[src/rtl/m64alu_pkg.sv]
// Shared types, opcodes and helpers for the 64-bit integer ALU with register file.
package m64alu_pkg;

  localparam int unsigned XLEN     = 64;
  localparam int unsigned REG_AW   = 5;
  localparam int unsigned REG_NUM  = 32;
  localparam int unsigned IMM_W    = 16;
  localparam int unsigned HALF_W   = 32;
  localparam int unsigned S_DATA_W = 48;
  localparam int unsigned M_DATA_W = 72;

  typedef enum logic [5:0] {
    OP_ADDI   = 6'd0,
    OP_DADDI  = 6'd1,
    OP_SLTI   = 6'd2,
    OP_SLTIU  = 6'd3,
    OP_ANDI   = 6'd4,
    OP_ORI    = 6'd5,
    OP_XORI   = 6'd6,
    OP_LUI    = 6'd7,
    OP_ADD    = 6'd8,
    OP_DADD   = 6'd9,
    OP_SUB    = 6'd10,
    OP_DSUB   = 6'd11,
    OP_AND    = 6'd12,
    OP_OR     = 6'd13,
    OP_XOR    = 6'd14,
    OP_NOR    = 6'd15,
    OP_SLT    = 6'd16,
    OP_SLTU   = 6'd17,
    OP_SLL    = 6'd18,
    OP_SRL    = 6'd19,
    OP_SRA    = 6'd20,
    OP_SLLV   = 6'd21,
    OP_SRLV   = 6'd22,
    OP_SRAV   = 6'd23,
    OP_DSLLV  = 6'd24,
    OP_DSRLV  = 6'd25,
    OP_DSRAV  = 6'd26,
    OP_DSLL   = 6'd27,
    OP_DSRL   = 6'd28,
    OP_DSRA   = 6'd29,
    OP_DSLL32 = 6'd30,
    OP_DSRL32 = 6'd31,
    OP_DSRA32 = 6'd32,
    OP_MOVZ   = 6'd33,
    OP_MOVN   = 6'd34,
    OP_MFHI   = 6'd35,
    OP_MTHI   = 6'd36,
    OP_MFLO   = 6'd37,
    OP_MTLO   = 6'd38
  } op_e;

  typedef enum logic [1:0] {
    TGT_NONE = 2'd0,
    TGT_GPR  = 2'd1,
    TGT_HI   = 2'd2,
    TGT_LO   = 2'd3
  } tgt_e;

  typedef struct packed {
    logic [5:0]        action;
    logic [REG_AW-1:0] dest_reg;
    logic [REG_AW-1:0] first_src;
    logic [REG_AW-1:0] second_src;
    logic [IMM_W-1:0]  immediate;
    logic [4:0]        shift_amount;
  } instr_t;

  typedef struct packed {
    tgt_e              target;
    logic [REG_AW-1:0] idx;
    logic [XLEN-1:0]   value;
  } res_t;

  typedef struct packed {
    logic en;
    res_t res;
  } wr_t;

  function automatic logic [XLEN-1:0] sx32(input logic [XLEN-1:0] v);
    sx32 = {{HALF_W{v[HALF_W-1]}}, v[HALF_W-1:0]};
  endfunction

  function automatic logic [XLEN-1:0] sx16(input logic [IMM_W-1:0] v);
    sx16 = {{(XLEN-IMM_W){v[IMM_W-1]}}, v};
  endfunction

endpackage

[src/rtl/m64alu_rf.sv]
// General register file with HI/LO, registered read ports and write bypass.
module m64alu_rf (
  input  logic                          clk_i,
  input  logic                          rst_ni,
  input  logic                          rd_en_i,
  input  logic [m64alu_pkg::REG_AW-1:0] rs_i,
  input  logic [m64alu_pkg::REG_AW-1:0] rt_i,
  input  m64alu_pkg::wr_t               wr_i,
  output logic [m64alu_pkg::XLEN-1:0]   a_o,
  output logic [m64alu_pkg::XLEN-1:0]   b_o,
  output logic [m64alu_pkg::XLEN-1:0]   hi_o,
  output logic [m64alu_pkg::XLEN-1:0]   lo_o
);
  import m64alu_pkg::*;

  logic [XLEN-1:0]    mem [REG_NUM];
  logic [REG_NUM-1:0] vld_q;
  logic [XLEN-1:0]    mem_a_q, mem_b_q, byp_q, hi_q, lo_q;
  logic               vld_a_q, vld_b_q, hit_a_q, hit_b_q;
  logic               gpr_we, hit_a_d, hit_b_d;

  assign gpr_we  = wr_i.en && (wr_i.res.target == TGT_GPR);
  assign hit_a_d = gpr_we && (wr_i.res.idx == rs_i);
  assign hit_b_d = gpr_we && (wr_i.res.idx == rt_i);

  always_ff @(posedge clk_i) begin
    if (gpr_we) begin
      mem[wr_i.res.idx] <= wr_i.res.value;
    end
    if (rd_en_i) begin
      mem_a_q <= mem[rs_i];
      mem_b_q <= mem[rt_i];
      byp_q   <= wr_i.res.value;
    end
  end

  always_ff @(posedge clk_i or negedge rst_ni) begin
    if (!rst_ni) begin
      vld_q   <= '0;
      vld_a_q <= 1'b0;
      vld_b_q <= 1'b0;
      hit_a_q <= 1'b0;
      hit_b_q <= 1'b0;
      hi_q    <= '0;
      lo_q    <= '0;
    end else begin
      if (gpr_we) begin
        vld_q[wr_i.res.idx] <= 1'b1;
      end
      if (rd_en_i) begin
        vld_a_q <= vld_q[rs_i];
        vld_b_q <= vld_q[rt_i];
        hit_a_q <= hit_a_d;
        hit_b_q <= hit_b_d;
      end
      if (wr_i.en && (wr_i.res.target == TGT_HI)) begin
        hi_q <= wr_i.res.value;
      end
      if (wr_i.en && (wr_i.res.target == TGT_LO)) begin
        lo_q <= wr_i.res.value;
      end
    end
  end

  assign a_o  = hit_a_q ? byp_q : (vld_a_q ? mem_a_q : '0);
  assign b_o  = hit_b_q ? byp_q : (vld_b_q ? mem_b_q : '0);
  assign hi_o = hi_q;
  assign lo_o = lo_q;

endmodule

[src/rtl/m64alu_exec.sv]
// Combinational execute logic: adders, compares, shifters, moves.
module m64alu_exec (
  input  m64alu_pkg::instr_t          instr_i,
  input  logic [m64alu_pkg::XLEN-1:0] a_i,
  input  logic [m64alu_pkg::XLEN-1:0] b_i,
  input  logic [m64alu_pkg::XLEN-1:0] hi_i,
  input  logic [m64alu_pkg::XLEN-1:0] lo_i,
  output m64alu_pkg::res_t            res_o
);
  import m64alu_pkg::*;

  op_e             op;
  logic [XLEN-1:0] simm, zimm, sum_imm, sum_reg, diff;
  logic [XLEN-1:0] srl_src, sra_src, sll_r, srl_r, sra_r, val;
  logic [5:0]      amt;
  logic            same_reg, b_zero;
  tgt_e            tgt;

  assign op       = op_e'(instr_i.action);
  assign simm     = sx16(instr_i.immediate);
  assign zimm     = {{(XLEN-IMM_W){1'b0}}, instr_i.immediate};
  assign sum_imm  = a_i + simm;
  assign sum_reg  = a_i + b_i;
  assign diff     = a_i - b_i;
  assign same_reg = (instr_i.first_src == instr_i.dest_reg);
  assign b_zero   = (b_i == '0);

  always_comb begin
    case (op)
      OP_SLL, OP_SRL, OP_SRA, OP_DSLL, OP_DSRL, OP_DSRA: amt = {1'b0, instr_i.shift_amount};
      OP_DSLL32, OP_DSRL32, OP_DSRA32:                   amt = {1'b1, instr_i.shift_amount};
      OP_SLLV, OP_SRLV, OP_SRAV:                         amt = {1'b0, a_i[4:0]};
      default:                                           amt = a_i[5:0];
    endcase
  end

  assign srl_src = ((op == OP_SRL) || (op == OP_SRLV)) ? {{HALF_W{1'b0}}, b_i[HALF_W-1:0]} : b_i;
  assign sra_src = ((op == OP_SRA) || (op == OP_SRAV)) ? sx32(b_i) : b_i;
  assign sll_r   = b_i << amt;
  assign srl_r   = srl_src >> amt;
  assign sra_r   = $signed(sra_src) >>> amt;

  always_comb begin
    tgt = TGT_GPR;
    val = '0;
    case (op)
      OP_ADDI:   val = sx32(sum_imm);
      OP_DADDI:  val = sum_imm;
      OP_SLTI:   val = {{(XLEN-1){1'b0}}, ($signed(a_i) < $signed(simm))};
      OP_SLTIU:  val = {{(XLEN-1){1'b0}}, (a_i < simm)};
      OP_ANDI:   val = a_i & zimm;
      OP_ORI:    val = a_i | zimm;
      OP_XORI:   val = a_i ^ zimm;
      OP_LUI:    val = {{HALF_W{instr_i.immediate[IMM_W-1]}}, instr_i.immediate, {IMM_W{1'b0}}};
      OP_ADD:    val = sx32(sum_reg);
      OP_DADD:   val = sum_reg;
      OP_SUB:    val = sx32(diff);
      OP_DSUB:   val = diff;
      OP_AND:    val = a_i & b_i;
      OP_OR:     val = a_i | b_i;
      OP_XOR:    val = a_i ^ b_i;
      OP_NOR:    val = ~(a_i | b_i);
      OP_SLT:    val = {{(XLEN-1){1'b0}}, ($signed(a_i) < $signed(b_i))};
      OP_SLTU:   val = {{(XLEN-1){1'b0}}, (a_i < b_i)};
      OP_SLL, OP_SLLV:               val = sx32(sll_r);
      OP_SRL, OP_SRLV:               val = sx32(srl_r);
      OP_SRA, OP_SRAV:               val = sx32(sra_r);
      OP_DSLLV, OP_DSLL, OP_DSLL32:  val = sll_r;
      OP_DSRLV, OP_DSRL, OP_DSRL32:  val = srl_r;
      OP_DSRAV, OP_DSRA, OP_DSRA32:  val = sra_r;
      OP_MOVZ: begin
        if (b_zero && !same_reg) begin
          val = a_i;
        end else begin
          tgt = TGT_NONE;
        end
      end
      OP_MOVN: begin
        if (!b_zero && !same_reg) begin
          val = a_i;
        end else begin
          tgt = TGT_NONE;
        end
      end
      OP_MFHI:   val = hi_i;
      OP_MTHI: begin
        tgt = TGT_HI;
        val = a_i;
      end
      OP_MFLO:   val = lo_i;
      OP_MTLO: begin
        tgt = TGT_LO;
        val = a_i;
      end
      default:   tgt = TGT_NONE;
    endcase

    if ((tgt == TGT_GPR) && (instr_i.dest_reg == '0)) begin
      tgt = TGT_NONE;
    end

    res_o.target = tgt;
    res_o.idx    = (tgt == TGT_GPR) ? instr_i.dest_reg : '0;
    res_o.value  = (tgt == TGT_NONE) ? '0 : val;
  end

endmodule

[src/rtl/mips64_integer_alu_with_regfile_core.sv]
// Top level: input stage, register file, execute logic and result register.
//
//  channel  | dir | bits | fields (lsb first)
//  s_axis   | in  | 48   | action, dest_reg, first_src, second_src, immediate, shift_amount
//  m_axis   | out | 72   | write_target, write_reg, write_value
//
// An accepted instruction is held in the execute register, and its result then in the result
// register that drives m_axis; one instruction per cycle while m_axis is not stalled.
// The register file read is registered at input transfer; a write-back in the same
// cycle is bypassed into the read registers.
// Reset clears the register file valid bits, HI and LO; all GPRs read as zero.
// A stalled result holds the execute stage; input is taken whenever that stage frees.
module mips64_integer_alu_with_regfile_core (
  input  logic                              clk_i,
  input  logic                              rst_ni,
  input  logic                              s_axis_tvalid_i,
  output logic                              s_axis_tready_o,
  // action, dest_reg, first_src, second_src, immediate, shift_amount, zero pad
  input  logic [m64alu_pkg::S_DATA_W-1:0]   s_axis_tdata_i,
  output logic                              m_axis_tvalid_o,
  input  logic                              m_axis_tready_i,
  // write_target, write_reg, write_value, zero pad
  output logic [m64alu_pkg::M_DATA_W-1:0]   m_axis_tdata_o
);
  import m64alu_pkg::*;

  instr_t          in_instr, ex_instr_q;
  logic            ex_vld_q, ex_adv, in_xfer, out_vld_q;
  res_t            ex_res, out_res_q;
  wr_t             wr;
  logic [XLEN-1:0] a, b, hi, lo;

  assign in_instr.action       = s_axis_tdata_i[5:0];
  assign in_instr.dest_reg     = s_axis_tdata_i[10:6];
  assign in_instr.first_src    = s_axis_tdata_i[15:11];
  assign in_instr.second_src   = s_axis_tdata_i[20:16];
  assign in_instr.immediate    = s_axis_tdata_i[36:21];
  assign in_instr.shift_amount = s_axis_tdata_i[41:37];

  assign ex_adv          = !out_vld_q || m_axis_tready_i;
  assign s_axis_tready_o = !ex_vld_q || ex_adv;
  assign in_xfer         = s_axis_tvalid_i && s_axis_tready_o;

  assign wr.en  = ex_vld_q && ex_adv;
  assign wr.res = ex_res;

  m64alu_rf u_rf (
    .clk_i   (clk_i),
    .rst_ni  (rst_ni),
    .rd_en_i (in_xfer),
    .rs_i    (in_instr.first_src),
    .rt_i    (in_instr.second_src),
    .wr_i    (wr),
    .a_o     (a),
    .b_o     (b),
    .hi_o    (hi),
    .lo_o    (lo)
  );

  m64alu_exec u_exec (
    .instr_i (ex_instr_q),
    .a_i     (a),
    .b_i     (b),
    .hi_i    (hi),
    .lo_i    (lo),
    .res_o   (ex_res)
  );

  always_ff @(posedge clk_i or negedge rst_ni) begin
    if (!rst_ni) begin
      ex_vld_q  <= 1'b0;
      out_vld_q <= 1'b0;
    end else begin
      if (in_xfer) begin
        ex_vld_q <= 1'b1;
      end else if (ex_adv) begin
        ex_vld_q <= 1'b0;
      end
      if (ex_vld_q && ex_adv) begin
        out_vld_q <= 1'b1;
      end else if (m_axis_tready_i) begin
        out_vld_q <= 1'b0;
      end
    end
  end

  always_ff @(posedge clk_i) begin
    if (in_xfer) begin
      ex_instr_q <= in_instr;
    end
    if (ex_vld_q && ex_adv) begin
      out_res_q <= ex_res;
    end
  end

  assign m_axis_tvalid_o = out_vld_q;
  assign m_axis_tdata_o  = {1'b0, out_res_q.value, out_res_q.idx, out_res_q.target};

endmodule

[config.mk]
export PLATFORM = sky130hd
export DESIGN_NAME = mips64_integer_alu_with_regfile_core
export DESIGN_NICKNAME = d
export VERILOG_FILES = /design/src/rtl/m64alu_pkg.sv /design/src/rtl/m64alu_rf.sv /design/src/rtl/m64alu_exec.sv /design/src/rtl/mips64_integer_alu_with_regfile_core.sv
export SDC_FILE = /design/constraint.sdc
export NUM_CORES = 2
export LEC_CHECK = 0
export BUFFER_PORTS_ARGS = -buffer_cell sky130_fd_sc_hd__buf_2
export CORE_ASPECT_RATIO = 1.25
export CORE_MARGIN = 1
export CORE_UTILIZATION = 43
export CTS_CLUSTER_DIAMETER = 40
export DETAILED_ROUTE_END_ITERATION = 7
export SLEW_MARGIN = 10
export SYNTH_ARGS = -nofsm -noshare
export SYNTH_HDL_FRONTEND = slang
export SYNTH_HIERARCHICAL = 1
export SYNTH_SLANG_ARGS = --single-unit
[constraint.sdc]
create_clock -name clk_i -period 10.8 [get_ports clk_i]
set_input_delay 1.08 -clock clk_i [delete_from_list [all_inputs] [get_ports clk_i]]
set_output_delay 1.08 -clock clk_i [all_outputs]
set_load 0.03 [all_outputs]
## After elaboration in Yosys (flattened, before gate mapping)

Memories as Yosys holds them, arrays and structs flattened. A register that Yosys moved wholly into a read port is not among the register bits.
Index checks and enable logic that the tools add are counted.

| cells by class | value |
|---|---|
| add/sub/neg operators | 3 |
| order comparisons | 8 |
| equal/unequal tests | 45 |
| shift operators | 3 |
| multiplexer cells | 28 |
| bitwise operators | 8 |
| reductions and logical operators | 36 |

Operators with widths:

| operator | number |
|---|---|
| case mux 64 bit (29 select lines) | 1 |
| two-way mux 64 bit | 9 |
| < comparator 64 bit | 3 |
| adder 64 bit | 2 |
| == test 6 x 5 -> 1 bit (second input constant) | 16 |
| AND 64 x 16 -> 64 bit | 1 |
| AND 64 bit | 1 |
| zero test 64 bit | 1 |
| < comparator 64 x 16 -> 1 bit | 1 |
| inverter 64 bit | 1 |
| OR 64 x 16 -> 64 bit | 1 |
| OR 64 bit | 1 |
| << shifter 64 x 6 -> 64 bit | 1 |
| >> shifter 64 x 6 -> 64 bit | 1 |
| >>> shifter 64 x 6 -> 64 bit | 1 |
| subtractor 64 bit | 1 |
| XOR 64 x 16 -> 64 bit | 1 |
| XOR 64 bit | 1 |
| == test 6 x 4 -> 1 bit (second input constant) | 8 |
| == test 6 bit (second input constant) | 7 |
| OR reduction 35 bit | 1 |
| OR 32 bit | 1 |
| == test 6 x 3 -> 1 bit (second input constant) | 4 |
| < comparator 5 x 6 -> 1 bit (second input constant) | 3 |
| other kinds (23) | 63 |

| storage, ports and cells | value |
|---|---|
| flip-flop bits (word level) | 338 |
| RAM bits | 2048 |
| input port bits | 52 |
| output and inout port bits | 74 |
| logic and storage cells | 150 |
| memories | 1 |

Memories:

| memory | depth | width | read ports | clocked after Yosys merged registers in | wr ports | line | source |
|---|---|---|---|---|---|---|---|
| u_rf.mem | 32 | 64 | 2 | 2 | 1 | m64alu_rf.sv:16 | `logic [XLEN-1:0] mem [REG_NUM];` |

## Depth between registers and ports, before layout

| depth | value |
|---|---|
| word-level depth | 17 |
| mapped depth | 21 |
| gate-level depth less buffers | 18 |

## Cells and area by module

The synthesis kept the hierarchy.

By module, submodules not included:

| module | instances | cells each | area an instance (um^2) | seq. area each (um^2) |
|---|---|---|---|---|
| m64alu_rf | 1 | 4751 | 107226.6 | 71368.4 |
| m64alu_exec | 1 | 5080 | 32924.1 | 0.0 |
| mips64_integer_alu_with_regfile_core | 1 | 123 | 3508.4 | 3443.3 |

## Worst setup path before layout

No wires, ideal clock.

| path | value |
|---|---|
| path type | input port to flip-flop |
| start point | in m_axis_tready_i |
| end point | mem u_rf.mem[30][0], enable pin |
| setup time | 487 ps |
| arrival | 6528 ps |
| data required time | 10313 ps |
| setup slack | 3785 ps |
| stages on the path | 7 |
| path buffers | 1 |
| path through | nand2b_1 -> and2_1 -> nand2_1 -> nor2_1 -> nand3b_1 -> clkbuf_1 -> nor2_1 |

RTL lines:

| element | line | source |
|---|---|---|
| start: declaration | mips64_integer_alu_with_regfile_core.sv:21 | `input logic m_axis_tready_i,` |
| end: declaration | m64alu_rf.sv:16 |  |

==> flow_metrics.env <==
export IMPL_syn_area_per_cell_um2=14.4
export IMPL_post_dp_hpwl_mm=464
export IMPL_dr_first_iter_drc_count=15600
export IMPL_syn_nets=10300
export IMPL_critPathArrivalTime_ns=9.69
export IMPL_tns_ns=0
export IMPL_clock_latency_ns=0.94
export IMPL_numCtsBuffers=333
export IMPL_slew_headroom_pct=-1.49
export IMPL_grt_pass1_vias=105000
export IMPL_clk_pin_slew_ns=0.05
export IMPL_gr_total_overflow=0
export IMPL_syn_inst=9949
export IMPL_ant_nets=0
export IMPL_ys_warn_count=6
export IMPL_die_y_um=648
export IMPL_required_ns=11.62
export IMPL_antenna_found_initial=97
export IMPL_worst_pin_slew_ns=1.48
export IMPL_routed_wirelength_mm=691
export IMPL_fin_skew_ns=0.0621
export IMPL_max_freq_mhz=113
export IMPL_cp_common_cell="buf_4"
export IMPL_ctsResizeCount=0
export IMPL_cts_buffer_depth=4
export IMPL_holdCritPathClass="in2async"
export IMPL_fin_crit_ns=8.87
export IMPL_vias=108000
export IMPL_grt_max_degree=133
export IMPL_maxCapViolCount=3
export IMPL_setup_viol=0
export IMPL_drv_slew=5
export IMPL_h_tree_depth=5
export IMPL_critPathMaxFanout=53
export IMPL_max_stage_delay_ns=0.99
export IMPL_drive_above_1_share_pct=28.7
export IMPL_timing_final_crit_share_pct=82.2
export IMPL_gp_congestion=1.10
export IMPL_cts_hold_buf=0
export IMPL_finalNetCount=10500
export IMPL_via_per_inst=7.28
export IMPL_cts_setup_buffers=0
export IMPL_rsz0062_at_grt="no"
export IMPL_cp_cell_sequence="buf_4 > a22o_1 > buf_4 > nor4_1 > nand4_1 > nor4_1 > mux2i_1 > nand3_2 > buf_4 > a221o_1 > a221oi_1 > o221ai_1 > a2111oi_0 > a21oi_4 > mux2_2"
export IMPL_area_growth_pct=14.3
export IMPL_powerDensity_nw_per_um2=177
export IMPL_numPortBuffers=118
export IMPL_ir_drop_v=0.000132
export IMPL_finalHoldViolCount=0
export IMPL_cts_root_buffer="clkbuf_16"
export IMPL_dr_pass1_iters=8
export IMPL_whs_ns=0.204
export IMPL_violations="design-rule violations, max-capacitance violations, max-slew violations"
export IMPL_groute_usage_overall_pct=40.9
export IMPL_drc_errors=31
export IMPL_die_width_um=519
export IMPL_ios=126
export IMPL_dieArea_um2=336000
export IMPL_worstSetupEndpointType="flip-flop"
export IMPL_wl_per_cell_um=46.6
export IMPL_cts_tree="built"
export IMPL_leakage_nw=55.0
export IMPL_startpoint_type="flip-flop"
export IMPL_slowest_stage="a2111oi_0"
export IMPL_status="complete, but fails checks"
export IMPL_crit_type="reg2reg"
export IMPL_utilization_pct=49.5
export IMPL_core_area_um2=331000
export IMPL_start_util_pct=43.3
export IMPL_grt_first_pass_wirelength_mm=930
export IMPL_clkSinkCount=2514
export IMPL_syn_area_um2=144000
export IMPL_rows=236
## cells in the final DEF (no fill, tap or decap), types with 107 or more instances in the layout
| cell | instances |
|---|---|
| a211oi_1 | 192 |
| a21oi_1 | 439 |
| a22o_1 | 151 |
| a22oi_1 | 125 |
| buf_2 | 107 |
| buf_4 | 466 |
| clkbuf_16 | 339 |
| dfrtp_1 | 164 |
| edfxtp_1 | 2348 |
| ha_1 | 336 |
| inv_1 | 266 |
| mux2_2 | 279 |
| mux2i_1 | 284 |
| mux4_2 | 1236 |
| nand2_1 | 541 |
| nand3_1 | 167 |
| nor2_1 | 368 |
| nor3_1 | 111 |
| o21ai_0 | 310 |
| xnor2_1 | 119 |
## routing by layer
| metal | global-route usage [%] | share of wire (%) | vias to the layer above |
|---|---|---|---|
| met5 | 0.0575 | 0.036 | - |
| met4 | 33.2 | 9.8 | 38 |
| met3 | 11.3 | 9.8 | 2359 |
| met2 | 63.5 | 46 | 7519 |
| met1 | 47.8 | 35 | 56600 |
| li1 | - | - | 41500 |
## per-stage QoR
step	power [mW]	cell area (µm²)	cells	setup slack [ns]
finish	29.0	164000	14800	1.93
global route	29.6	164000	14800	2.10
CTS	28.8	164000	14800	2.26
detailed placement	17.4	152000	14200	2.29
global placement	17.3	152000	14200	2.33
floorplan	14.6	144000	9949	3.79
## path summary, 6_finish.rpt
check	from	to	slack, ns	cells past startpoint
min reg2reg	u_rf/hi_o[5]$_DFFE_PN0P_	u_rf/hi_o[5]$_DFFE_PN0P_	0.50	1
max reg2reg	u_rf/hit_b_q$_DFFE_PN0P_	u_rf/hi_o[45]$_DFFE_PN0P_	1.93	15
max	u_rf/hit_b_q$_DFFE_PN0P_	u_rf/hi_o[45]$_DFFE_PN0P_	1.93	15
max in group asynchronous	rst_ni	u_rf/hi_o[24]$_DFFE_PN0P_	8.49	3
min	rst_ni	u_rf/vld_q[1]$_DFFE_PN0P_	0.20	1
min in group clk_i	s_axis_tdata_i[27]	ex_instr_q[11]$_DFFE_PP_	0.33	1
## where the power goes
group	total, mW	internal [mW]	switching [mW]
clock network	11.5	6.99	4.49
registers	11.3	11.1	0.161
logic	6.24	1.81	4.43
## state kept, by name (all words and copies together) (netlist names)
register and flops:
u_rf/vld_q 32, u_rf/mem_a_q 64, u_rf/vld_a_q 1, u_rf/mem_b_q 64
u_rf/mem 2048, u_rf/vld_b_q 1, u_rf/lo_o 64, u_rf/hi_o 64
u_rf/hit_b_q 1, m_axis_tdata_o 71, ex_instr_q 37, u_rf/hit_a_q 1
u_rf/byp_q 64, m_axis_tvalid_o 1, ex_vld_q 1
## layout make-up
type / instances / area [µm²]
antenna: 60 / 150
clock buffer: 384 / 8720
clock inverter: 230 / 2780
fill: 28100 / 167000
inverter: 272 / 1020
multi-input combinational: 6332 / 65800
sequential: 2514 / 74700
tap: 4403 / 5510
timing repair buffer: 642 / 5360
## critical path: cells and delay by family (launching register included)
kind | cells | cell delay (ns)
AO/OA/AOI/OAI | 6 | 2.83
buffers and inverters | 3 | 1.14
flip-flops | 1 | 0.57
multiplexers | 2 | 0.97
AND/OR/NAND/NOR | 4 | 3.15
Power figures use the tool's default switching activity.
